--- src/rtl/core/lrud_pkg.sv ---
package lrud_pkg;

    // default number of directory slots
    localparam int ENTRIES_DEFAULT = 8;

    // slot index and rank width in the token, wide enough for 32 slots
    localparam int IDX_W = 5;

    // field widths
    localparam int BLOCK_W  = 16;
    localparam int OFF_W    = 9;
    localparam int CUROFF_W = 10;
    localparam int SLOT_W   = 3;
    localparam int ADDR_W   = 12;
    localparam int FILL_W   = 17;
    localparam int NUM_W    = 16;
    localparam int LOWOFF_W = 7;

    // item kinds
    localparam logic KIND_OPEN = 1'b0;
    localparam logic KIND_NEXT = 1'b1;

    typedef enum logic [1:0] {
        ST_IDLE,
        ST_WALK,
        ST_RESULT
    } lrud_state_t;

    typedef struct packed {
        logic             kind;
        logic [NUM_W-1:0] message_number;
    } in_item_t;

    typedef struct packed {
        logic              hit;
        logic [SLOT_W-1:0] slot;
        logic [OFF_W-1:0]  byte_offset;
        logic [ADDR_W-1:0] buffer_address;
        logic [FILL_W-1:0] fill_block;
    } out_item_t;

    // lookup token walking down the row of cells
    typedef struct packed {
        logic               active;
        logic [BLOCK_W-1:0] blk;
        logic               hit;
        logic [IDX_W-1:0]   hit_slot;
        logic [IDX_W-1:0]   hit_rank;
        logic [IDX_W-1:0]   victim_slot;
    } token_t;

    // promote / replace broadcast to every cell
    typedef struct packed {
        logic               valid;
        logic [IDX_W-1:0]   slot;
        logic [IDX_W-1:0]   rank;
        logic [BLOCK_W-1:0] blk;
    } commit_t;

endpackage

--- src/rtl/core/lrud_cell.sv ---
module lrud_cell #(
    parameter int ENTRIES  = lrud_pkg::ENTRIES_DEFAULT,
    parameter int CELL_IDX = 0
) (
    input  logic              aclk,
    input  logic              aresetn,
    input  lrud_pkg::token_t  tok_in,
    input  lrud_pkg::commit_t commit,
    output lrud_pkg::token_t  tok_out
);

    localparam int RANK_W = $clog2(ENTRIES);

    logic [lrud_pkg::BLOCK_W-1:0] tag_reg;
    logic                         valid_reg;
    logic [RANK_W-1:0]            rank_reg;

    lrud_pkg::token_t tok_reg;
    lrud_pkg::token_t tok_next;

    logic match;
    logic is_lru;
    logic is_sel;
    logic younger;

    // compare against the passing token
    always_comb begin
        match   = tok_in.active && valid_reg && (tag_reg == tok_in.blk);
        is_lru  = (rank_reg == RANK_W'(ENTRIES - 1));
        is_sel  = (commit.slot == lrud_pkg::IDX_W'(CELL_IDX));
        younger = (lrud_pkg::IDX_W'(rank_reg) < commit.rank);

        tok_next = tok_in;
        if (match) begin
            tok_next.hit      = 1'b1;
            tok_next.hit_slot = lrud_pkg::IDX_W'(CELL_IDX);
            tok_next.hit_rank = lrud_pkg::IDX_W'(rank_reg);
        end
        if (is_lru) begin
            tok_next.victim_slot = lrud_pkg::IDX_W'(CELL_IDX);
        end
    end

    // hand the token to the next cell
    always_ff @(posedge aclk) begin
        if (!aresetn) begin
            tok_reg <= '0;
        end else begin
            tok_reg <= tok_next;
        end
    end

    // slot state: promote on commit, others age when younger
    always_ff @(posedge aclk) begin
        if (!aresetn) begin
            tag_reg   <= '0;
            valid_reg <= 1'b0;
            rank_reg  <= RANK_W'(CELL_IDX);
        end else if (commit.valid) begin
            if (is_sel) begin
                tag_reg   <= commit.blk;
                valid_reg <= 1'b1;
                rank_reg  <= '0;
            end else if (younger) begin
                rank_reg <= rank_reg + RANK_W'(1);
            end
        end
    end

    assign tok_out = tok_reg;

endmodule

--- src/rtl/core/message_block_lru_directory.sv ---
// Fully associative LRU directory for 512-byte message blocks.
// Input channel s_*: one beat is an open (message number) or a next-byte
// request. Output channel m_*: one result beat per input beat, giving
// hit, slot, byte offset, buffer address and, on a miss, the file block
// to fill (base_block + block).
// Config channel cfg_*: writes base_block; always ready. The user must
// see that it is written while idle; the block does not enforce this.
// A lookup token walks the row of ENTRIES cells, one cell per cycle,
// then the chosen slot is promoted by a broadcast commit, which waits
// until the output register is free. s_ready is high only while idle,
// so a new item is taken only after the previous lookup has committed.
// The result sits in an output register: a new beat is accepted while an
// earlier result still waits, but a finished lookup holds in the result
// state until the output register is free, so a stalled receiver stops
// the block after one item.
// Reset (synchronous, active low) empties all slots, sets slot i to rank i,
// clears base_block and the current block and offset.
module message_block_lru_directory #(
    parameter int ENTRIES = lrud_pkg::ENTRIES_DEFAULT
) (
    input  logic                         aclk,
    input  logic                         aresetn,
    input  logic                         s_valid,
    output logic                         s_ready,
    input  lrud_pkg::in_item_t           s_data,
    output logic                         m_valid,
    input  logic                         m_ready,
    output lrud_pkg::out_item_t          m_data,
    input  logic                         cfg_valid,
    output logic                         cfg_ready,
    input  logic [lrud_pkg::BLOCK_W-1:0] cfg_data
);

    lrud_pkg::lrud_state_t state_reg;
    lrud_pkg::lrud_state_t state_next;

    logic [lrud_pkg::BLOCK_W-1:0]  base_reg;
    logic [lrud_pkg::BLOCK_W-1:0]  cur_block_reg;
    logic [lrud_pkg::BLOCK_W-1:0]  cur_block_next;
    logic [lrud_pkg::CUROFF_W-1:0] cur_off_reg;
    logic [lrud_pkg::CUROFF_W-1:0] cur_off_next;
    logic [lrud_pkg::OFF_W-1:0]    off_reg;
    logic [lrud_pkg::OFF_W-1:0]    off_next;
    lrud_pkg::token_t              final_reg;
    lrud_pkg::token_t              final_next;
    logic                          m_valid_reg;
    logic                          m_valid_next;
    lrud_pkg::out_item_t           m_data_reg;
    lrud_pkg::out_item_t           m_data_next;

    logic                          accept;
    logic                          out_free;
    logic [lrud_pkg::BLOCK_W-1:0]  item_blk;
    logic [lrud_pkg::OFF_W-1:0]    item_off;
    lrud_pkg::commit_t             commit;
    lrud_pkg::token_t              tok [ENTRIES+1];

    assign s_ready   = (state_reg == lrud_pkg::ST_IDLE);
    assign cfg_ready = 1'b1;
    assign accept    = s_valid && s_ready;
    assign out_free  = !m_valid_reg || m_ready;

    // block and offset of the incoming beat, and the advanced position
    always_comb begin
        item_blk       = cur_block_reg;
        item_off       = cur_off_reg[lrud_pkg::OFF_W-1:0];
        cur_block_next = cur_block_reg;
        cur_off_next   = cur_off_reg;
        if (s_data.kind == lrud_pkg::KIND_OPEN) begin
            item_blk = {7'd0, s_data.message_number[lrud_pkg::NUM_W-1:lrud_pkg::LOWOFF_W]};
            item_off = {s_data.message_number[lrud_pkg::LOWOFF_W-1:0], 2'b00};
            if (accept) begin
                cur_block_next = item_blk;
                cur_off_next   = {1'b0, item_off};
            end
        end else begin
            if (cur_off_reg[lrud_pkg::CUROFF_W-1]) begin
                item_blk = cur_block_reg + lrud_pkg::BLOCK_W'(1);
                item_off = '0;
            end
            if (accept) begin
                cur_block_next = item_blk;
                cur_off_next   = {1'b0, item_off} + lrud_pkg::CUROFF_W'(1);
            end
        end
    end

    // token into the first cell
    always_comb begin
        tok[0]        = '0;
        tok[0].active = accept;
        tok[0].blk    = item_blk;
    end

    // row of cells
    for (genvar i = 0; i < ENTRIES; i++) begin : g_cell
        lrud_cell #(
            .ENTRIES  (ENTRIES),
            .CELL_IDX (i)
        ) u_cell (
            .aclk    (aclk),
            .aresetn (aresetn),
            .tok_in  (tok[i]),
            .commit  (commit),
            .tok_out (tok[i+1])
        );
    end

    // sequencer: walk, then commit and load the result
    always_comb begin
        state_next   = state_reg;
        off_next     = off_reg;
        final_next   = final_reg;
        m_valid_next = m_valid_reg;
        m_data_next  = m_data_reg;
        commit       = '0;

        if (m_ready) begin
            m_valid_next = 1'b0;
        end

        case (state_reg)
            lrud_pkg::ST_IDLE: begin
                if (accept) begin
                    off_next   = item_off;
                    state_next = lrud_pkg::ST_WALK;
                end
            end
            lrud_pkg::ST_WALK: begin
                if (tok[ENTRIES].active) begin
                    final_next = tok[ENTRIES];
                    state_next = lrud_pkg::ST_RESULT;
                end
            end
            lrud_pkg::ST_RESULT: begin
                commit.blk = final_reg.blk;
                if (final_reg.hit) begin
                    commit.slot = final_reg.hit_slot;
                    commit.rank = final_reg.hit_rank;
                end else begin
                    commit.slot = final_reg.victim_slot;
                    commit.rank = lrud_pkg::IDX_W'(ENTRIES - 1);
                end
                if (out_free) begin
                    commit.valid               = 1'b1;
                    m_valid_next               = 1'b1;
                    m_data_next.hit            = final_reg.hit;
                    m_data_next.slot           = commit.slot[lrud_pkg::SLOT_W-1:0];
                    m_data_next.byte_offset    = off_reg;
                    m_data_next.buffer_address = {commit.slot[lrud_pkg::SLOT_W-1:0], off_reg};
                    if (final_reg.hit) begin
                        m_data_next.fill_block = '0;
                    end else begin
                        m_data_next.fill_block = {1'b0, base_reg} + {1'b0, final_reg.blk};
                    end
                    state_next = lrud_pkg::ST_IDLE;
                end
            end
            default: begin
                state_next = lrud_pkg::ST_IDLE;
            end
        endcase
    end

    // control registers
    always_ff @(posedge aclk) begin
        if (!aresetn) begin
            state_reg     <= lrud_pkg::ST_IDLE;
            m_valid_reg   <= 1'b0;
            base_reg      <= '0;
            cur_block_reg <= '0;
            cur_off_reg   <= '0;
        end else begin
            state_reg     <= state_next;
            m_valid_reg   <= m_valid_next;
            cur_block_reg <= cur_block_next;
            cur_off_reg   <= cur_off_next;
            if (cfg_valid && cfg_ready) begin
                base_reg <= cfg_data;
            end
        end
    end

    // payload registers
    always_ff @(posedge aclk) begin
        off_reg    <= off_next;
        final_reg  <= final_next;
        m_data_reg <= m_data_next;
    end

    assign m_valid = m_valid_reg;
    assign m_data  = m_data_reg;

    // a token leaves the row only while walking
    a_token_in_walk: assert property (@(posedge aclk) disable iff (!aresetn)
        tok[ENTRIES].active |-> (state_reg == lrud_pkg::ST_WALK))
        else $error("lookup token left the cell row outside the walk");

    // an accepted beat starts a walk
    a_accept_walk: assert property (@(posedge aclk) disable iff (!aresetn)
        accept |=> (state_reg == lrud_pkg::ST_WALK))
        else $error("accepted beat did not start a walk");

    // a hit never asks for a fill
    a_hit_no_fill: assert property (@(posedge aclk) disable iff (!aresetn)
        (m_valid && m_data.hit) |-> (m_data.fill_block == '0))
        else $error("hit result carries a fill block");

    // commit only when the output register can take the result
    a_commit_free: assert property (@(posedge aclk) disable iff (!aresetn)
        commit.valid |=> (m_valid && (state_reg == lrud_pkg::ST_IDLE)))
        else $error("commit without a loaded result");

endmodule

--- config.mk ---
export PLATFORM = sky130hd
export DESIGN_NAME = message_block_lru_directory
export DESIGN_NICKNAME = d
export VERILOG_FILES = /design/src/rtl/core/lrud_pkg.sv /design/src/rtl/core/lrud_cell.sv /design/src/rtl/core/message_block_lru_directory.sv
export SDC_FILE = /design/constraint.sdc
export NUM_CORES = 1
export LEC_CHECK = 0
export ABC_CLOCK_PERIOD_IN_PS = 3500
export BUFFER_PORTS_ARGS = -buffer_cell sky130_fd_sc_hd__clkbuf_2
export CAP_MARGIN = 15
export CORE_ASPECT_RATIO = 0.75
export CORE_MARGIN = 3
export CORE_UTILIZATION = 25
export CTS_BUF_LIST = sky130_fd_sc_hd__clkbuf_2
export DETAILED_ROUTE_END_ITERATION = 8
export HOLD_SLACK_MARGIN = 0.06
export SETUP_SLACK_MARGIN = 0.15
export SLEW_MARGIN = 0
export SYNTH_ARGS = -nofsm -noshare
export SYNTH_HDL_FRONTEND = slang
export SYNTH_HIERARCHICAL = 1
export SYNTH_SLANG_ARGS = --single-unit
--- constraint.sdc ---
create_clock -name aclk -period 3.5 [get_ports aclk]
set_input_delay 0.175 -clock aclk [delete_from_list [all_inputs] [get_ports aclk]]
set_output_delay 0.175 -clock aclk [all_outputs]
set_load 0.05 [all_outputs]
==> impl_results.md, run 1 <==
* WL final at 52600 um
* Die width at 348 um
* Setup TNS Final at 0 ns
* Yosys warnings at 6
* Worst path top cell family by delay: buffers and inverters
* Post-synthesis cell count at 2205
* Vias after detailed routing at 15700
* # DRC at 0
* Detailed Route Iter0 Violations at 950
* CP bufs+invs at 3
* Synth area leader: dfxtp_1
* Commonest register cell after synthesis: dfxtp_1
* Headroom to the max-slew limit at 27.8%
* Critical Path, Cell by Cell: or3b_1, buf_4, or4_1, nand2_1, a222oi_1, dlygate4sd3_1, nor2b_1, dlygate4sd3_1
* Post-synthesis sequential area ratio at 52.7%
* Root Driver: clkbuf_2
* Fraction of layout cells with a size suffix above 1 at 15.6%
* Vias in the first global route at 15100
* RSZ-0062 raised after global routing: false
* Syn_area_per_cell at 9.92 um^2
* Placer Congestion at 0.826
* Largest net degree at the start of global routing at 137
* Total power at 10.8 mW
* Area contributors post-synth: dfxtp_1 (43%), edfxtp_1 (9.7%), and2_1 (5.5%)
* Slowest stage delay, CP at 0.62 ns
* Final Slew Violations at 0
* First-pass GRT wire length at 83700 um
* Pwr Density at 424 nW/um^2
* Worst IR Drop VDD at 0.191 mV
* Die height at 262 um
* Distinct cells, synth at 89
* Leak at 10.4 nW
* Endpoints failing hold at 0
* GRT Total Usage at 11.4%
* Yosys reg bits at 540
* Max Clock Skew at 0.0930 ns
* Starting Density at 25.4%
* Syn-to-layout area delta at 16.8%
* Clock sink count at 540
* Arr. time, crit path at 4.20 ns
* Fillers at 9095
* Worst Max-Slew Pin Slew at 1.08 ns
* Antenna violations before repair at 1
* CTS H-tree depth at 3
* Max Cap Violations at 0
* Detailed Routing Iterations Pass 1 at 7
* Async SR Flop Fraction at 0%
* Clock buffer count from CTS at 116
* Total grt overflow at 0
* Cell area after synthesis at 21900 um^2
* Wirelength per Cell at 14.3 um
* Most used cell, CP: dlygate4sd3_1
* Fin crit share at 91.4%
* Clk_lat worst skew at 1.10 ns
* Core area at 86200 um^2
* CP Capture Type: flip-flop
* Worst-path clk slew at 0.12 ns
* Post-DRT Antenna Nets at 0
* WS Path Type: flip-flop to flip-flop
* Startpoint types: flip-flop
* Worst endpoint required time at 4.50 ns
* Status: complete, no violations
* Row count at 93
* Tightest Hold Check Type: input pin to flip-flop
* CTS tree: done
* CP max-delay cell: dlygate4sd3_1
* CTS Buffer Depth at 3
* Max reg flops at 264
* Final net count at 2532
* Via density at 4.28
* Post-DP HPWL at 35900 um
* Setup violations, final at 0
* Buffers added on ports at 81
* Die area at 91100 um^2
* Share of the synthesized area in the top cell type at 42.9%
* IO Pins at 83
* Final min period at 3.20 ns
* CP max FO at 24
* Post-synth EDFFs at 71
* Fmax at 0.313 GHz
-- final cells by class --
class                   instances  area, um^2  area share [%]
diodes                          1        2.50         0.00980
inverters                      48         180           0.706
flip-flops and latches        540       11500            45.1
well taps                    1140        1430            5.59
clock inverters                22         126           0.495
multi-input cells            1517        9570            37.5
clock buffers                 187         936            3.66
repair buffers                220        1770            6.94
-- placed cells by master (no fill, tap or decap), drive strengths merged, types with 47 or more instances in the layout --
| cell type | instances |
|---|---|
| a21oi | 214 |
| and2 | 200 |
| and3 | 60 |
| clkbuf | 267 |
| dfxtp | 469 |
| dlygate4sd3 | 107 |
| edfxtp | 71 |
| ha | 50 |
| inv | 47 |
| nand2 | 256 |
| nand3 | 117 |
| nor2 | 103 |
| o21ai | 50 |
| xnor2 | 48 |
| xor2 | 106 |
-- path summary, 6_finish.rpt --
check / from / end / slack (ns) / cells after the start
max reg2reg: state_reg[1]$_SDFFE_PN0P_ / cur_off_reg[6]$_SDFFE_PN0P_ / 0.30 / 8
min: s_data[10] / g_cell[0].u_cell/tok_out[19]$_SDFF_PN0_ / 0.23 / 6
max: state_reg[1]$_SDFFE_PN0P_ / cur_off_reg[6]$_SDFFE_PN0P_ / 0.30 / 8
min reg2reg: g_cell[7].u_cell/tok_out[22]$_SDFF_PN0_ / final_reg[22]$_DFFE_PP_ / 0.39 / 0
-- logic make-up after synthesis --
| group | Yosys count | synth area share, % |
|---|---|---|
| xor+xnor | 154 | 6.17 |
| fa+ha+maj | 51 | 2.95 |
| flops | 540 | 52.7 |
| compound gates | 357 | 9.84 |
| other cells | 2 | 0.0343 |
| mux | 40 | 1.87 |
| buf+inv | 163 | 3.87 |
| simple gates | 898 | 22.6 |
-- report_power, final --
part,internal [mW],switching (mW)
Sequential,6.34,0.0523
Clock,1.48,2.43
Combinational,0.243,0.286
Total,8.06,2.77
-- synth_stat cells (18+ instances only) --
library cell	instances
and3_1	58
clkbuf_1	62
inv_1	43
xnor2_1	48
nor2_1	102
mux2i_1	33
o21ai_0	50
a21oi_1	205
nand2_1	245
a21o_1	18
nor2b_1	36
edfxtp_1	71
ha_1	50
dfxtp_1	469
nand3_1	117
and2_1	191
buf_4	21
xor2_1	106
-- tightest hold or removal path, stage by stage --
cell and delay [ns]:
dlygate4sd3_1 0.53, clkbuf_2 0.10, nor2_1 0.03, a21oi_1 0.11
buf_4 0.15, and2_1 0.12
-- stage by stage --
stage	hold WS, ns	setup slack [ns]	cells	area, um^2	utilization (%)
after floorplan	0.302	0.479	2220	21900	-
after global placement	0.385	0.616	3357	23400	27.1
after detailed placement	0.389	0.581	3357	23400	27.1
after CTS	0.0601	0.314	3674	25500	29.6
after global routing	0.0950	0.190	3675	25500	29.6
final	0.225	0.301	3675	25500	29.6
-- what timing repair did --
item	CTS	global route
endpoints found under the hold margin	491	0
hold buffers	108	0
buffers inserted	0	0
resized for setup	0	1
endpoints found under the setup margin	0	1
-- routing by layer --
metal | track usage [%] | routed length (um)
met2 | 15.9 | 20900
met1 | 17.3 | 28000
met3 | 2.54 | 2840
met5 | 0 | 0
met4 | 2.98 | 848
(Power assumes the default switching activity.)
==> run 2, diff against run 1 <==
- ABC_AREA: unset -> 1
==> impl_results.md, run 2 <==
* Fillers at 9668 (was 9095)
* Most frequent cell after synthesis: nand2_1 (was dfxtp_1)
* Buffers added on ports at 81 (unchanged)
* Pwr Density at 414 nW/um^2 (was 424 nW/um^2)
* RSZ-0062 raised after global routing: true (was false)
* Slowest stage delay, CP at 0.56 ns (was 0.62 ns)
* NetSw at 3.03 mW (was 2.77 mW)
* Total grt overflow at 0 (unchanged)
* First-pass GRT wire length at 92700 um (was 83700 um)
* Sw Ratio at 27.1% (was 25.5%)
* Row count at 95 (was 93)
* Vias after detailed routing at 18700 (was 15700)
* Yosys warnings at 6 (unchanged)
* Final net count at 3414 (was 2532)
* IO Pins at 83 (unchanged)
* CTS Buffer Depth at 3 (unchanged)
* Setup TNS Final at 0 ns (unchanged)
* Headroom to the max-slew limit at 35.8% (was 27.8%)
* Most used cell, CP: dlygate4sd3_1 (unchanged)
* Async SR Flop Fraction at 0% (unchanged)
* Fmax at 0.314 GHz (was 0.313 GHz)
* Met3 usage in global routing at 2.92% (was 2.54%)
* Commonest register cell after synthesis: dfxtp_1 (unchanged)
* Fraction of layout cells with a size suffix above 1 at 11.8% (was 15.6%)
* Endpoints failing hold at 0 (unchanged)
* Syn-to-layout area delta at 18.2% (was 16.8%)
* CP max-delay cell: dlygate4sd3_1 (unchanged)
* Multi-input gate area at 8590 um^2 (was 9570 um^2)
* Wirelength per Cell at 12.3 um (was 14.3 um)
* Area contributors post-synth: dfxtp_1 (41%), nand2_1 (11%), inv_1 (10%) (was dfxtp_1 (43%), edfxtp_1 (9.7%), and2_1 (5.5%))
* Postcts setup bufs at 0 (unchanged)
* WL final at 57100 um (was 52600 um)
* Die height at 268 um (was 262 um)
* Power share of the clock group at 35.5% (was 36.0%)
* # DRC at 0 (unchanged)
* Arr. time, crit path at 4.24 ns (was 4.20 ns)
* Core area at 90200 um^2 (was 86200 um^2)
* Max reg flops at 264 (unchanged)
* Synth cell count leaders: nand2_1 (659), inv_1 (623), dfxtp_1 (469) (was dfxtp_1 (469), nand2_1 (245), a21oi_1 (205))
* Cell area after synthesis at 22900 um^2 (was 21900 um^2)
* Detailed Routing Iterations Pass 1 at 5 (was 7)
* Placed standard-cell area at 24700 um^2 (was 23400 um^2)
* Fin cells at 4627 (was 3675)
* Seq pwr share at 57.4% (was 59.1%)
* Die area at 95400 um^2 (was 91100 um^2)
* Tightest Hold Check Type: flip-flop to flip-flop (was input pin to flip-flop)
* Routing usage on met1 at 17.3% (about the same)
* Post-DP HPWL at 39000 um (was 35900 um)
* Via density at 4.05 (was 4.28)
* Share of the synthesized area in the top cell type at 41.0% (was 42.9%)
* Most frequent cells in the layout: nand2_1 (659), inv_1 (622), dfxtp_1 (468), nor2_1 (386), clkbuf_2 (255) (was dfxtp_1 (469), clkbuf_2 (267), nand2_1 (245), a21oi_1 (205), and2_1 (190))
* Inst Count DP at 4290 (was 3357)
* Met2 Resource Use GR at 17.7% (was 15.9%)
* Worst-path clk slew at 0.11 ns (was 0.12 ns)
* Post-synth EDFFs at 71 (unchanged)
* Reg area at 11500 um^2 (about the same)
* Antenna violations before repair at 3 (was 1)
* Leading cell type in the layout, fill and taps excluded: nand2_1 (was dfxtp_1)
* Yosys reg bits at 540 (unchanged)
* Distinct cells, synth at 51 (was 89)
* Combinational fraction of design power at 7.1% (was 4.9%)
* Status: complete, no violations (unchanged)
* Largest net degree at the start of global routing at 82 (was 137)
* CP max FO at 40 (was 24)
* Setup violations, final at 0 (unchanged)
* Worst IR Drop VDD at 0.198 mV (was 0.191 mV)
* Max Cap Violations at 0 (unchanged)
* CP Capture Type: flip-flop (unchanged)
* Startpoint types: flip-flop (unchanged)
* Detailed Route Iter0 Violations at 1399 (was 950)
* Leak at 12.7 nW (was 10.4 nW)
* Most used routing layer in global routing: met2 (was met1)
* Max Clock Skew at 0.101 ns (was 0.0930 ns)
* Die width at 356 um (was 348 um)
* Synth area leader: dfxtp_1 (unchanged)
* Post-synthesis sequential area ratio at 50.3% (was 52.7%)
* Worst Max-Slew Pin Slew at 0.960 ns (was 1.08 ns)
* Root Driver: clkbuf_2 (unchanged)
* Syn_area_per_cell at 7.56 um^2 (was 9.92 um^2)
* Fin util at 30.0% (was 29.6%)
* Critical Path, Cell by Cell: nor2_1, nand2_1, buf_4, inv_2, buf_8, nand3_1, dlygate4sd3_1, nand2_1, dlygate4sd3_1, inv_1, dlygate4sd3_1 (was or3b_1, buf_4, or4_1, nand2_1, a222oi_1, dlygate4sd3_1, nor2b_1, dlygate4sd3_1)
* Final Slew Violations at 0 (unchanged)
* Clk_lat worst skew at 1.20 ns (was 1.10 ns)
* Clock buffer count from CTS at 121 (was 116)
* Final instance area at 27100 um^2 (was 25500 um^2)
* Vias in the first global route at 17700 (was 15100)
* Final min period at 3.19 ns (was 3.20 ns)
* Worst endpoint required time at 4.55 ns (was 4.50 ns)
* CTS tree: done (unchanged)
* Fin crit share at 91.1% (was 91.4%)
* CTS H-tree depth at 3 (unchanged)
* Starting Density at 25.4% (about the same)
* WS Path Type: flip-flop to flip-flop (unchanged)
* Post-DRT Antenna Nets at 0 (unchanged)
* Int Power at 8.17 mW (was 8.06 mW)
* GRT Total Usage at 12.0% (was 11.4%)
* Placer Congestion at 0.850 (was 0.826)
* Total power at 11.2 mW (was 10.8 mW)
* Clock sink count at 540 (unchanged)
* Post-synthesis cell count at 3033 (was 2205)
## run 2: stage by stage
step                hold WS [ns]  setup WS [ns]
floorplan                  0.310          0.290
global placement           0.385          0.900
global route               0.314          0.129
CTS                        0.257          0.160
finish                     0.352          0.312
detailed placement         0.391          0.767
## run 2: layer usage
layer	part of all wire, %	up-vias
met1	51	8311
met4	1.5	0
li1	-	9903
met5	0	-
met2	41	423
met3	6.2	82
## run 2: what timing repair did
item                                   CTS  global route
hold buffers                           124             0
endpoints found under the hold margin  505             0
resized for setup                        0             4
setup endpoints to repair                0             2
## run 2: kinds of logic after synthesis
group	synth area share, %
other	0.0328
buffers and inverters	12.6
xor gates and xnor gates	1.22
adders and majority gates	2.82
AOI/OAI and AO/OA	9.00
DFF	50.3
and+or+nand+nor	24.1
## run 2: final timing paths
path,slack [ns],start,depth (start not counted),to
min reg2reg,0.35,g_cell[0].u_cell/tok_out[1]$_SDFF_PP0_,2,g_cell[1].u_cell/tok_out[1]$_SDFF_PP0_
min,0.35,g_cell[0].u_cell/tok_out[1]$_SDFF_PP0_,2,g_cell[1].u_cell/tok_out[1]$_SDFF_PP0_
max reg2reg,0.31,state_reg[0]$_SDFFE_PN0P_,11,cur_block_reg[7]$_SDFFE_PN0P_
max,0.31,state_reg[0]$_SDFFE_PN0P_,11,cur_block_reg[7]$_SDFFE_PN0P_
## run 2: worst max-delay path: cells and delay by family (launching register included)
kind | cells | cell delay, ns
AND/OR/NAND/NOR | 4 | 0.45
buffers and inverters | 7 | 2.30
flip-flops | 1 | 0.34
## run 2: power groups by stage
stage                     Combinational, mW  Clock (mW)  Sequential [mW]
final                                 0.800        3.98             6.43
after global routing                  0.907        4.46             6.45
after CTS                             0.786        4.13             6.43
after detailed placement              0.664           0             6.57
after global placement                0.658           0             6.57
after floorplan                       0.499           0             6.55
## run 2: layout make-up
| type | count | share of cell area [%] |
|---|---|---|
| antenna | 6 | 0.0554 |
| clock buffer | 175 | 3.23 |
| clock inverter | 32 | 0.748 |
| inverter | 636 | 8.83 |
| multi-input combinational | 1783 | 31.7 |
| sequential | 540 | 42.5 |
| tap | 1212 | 5.60 |
| timing repair buffer | 243 | 7.31 |
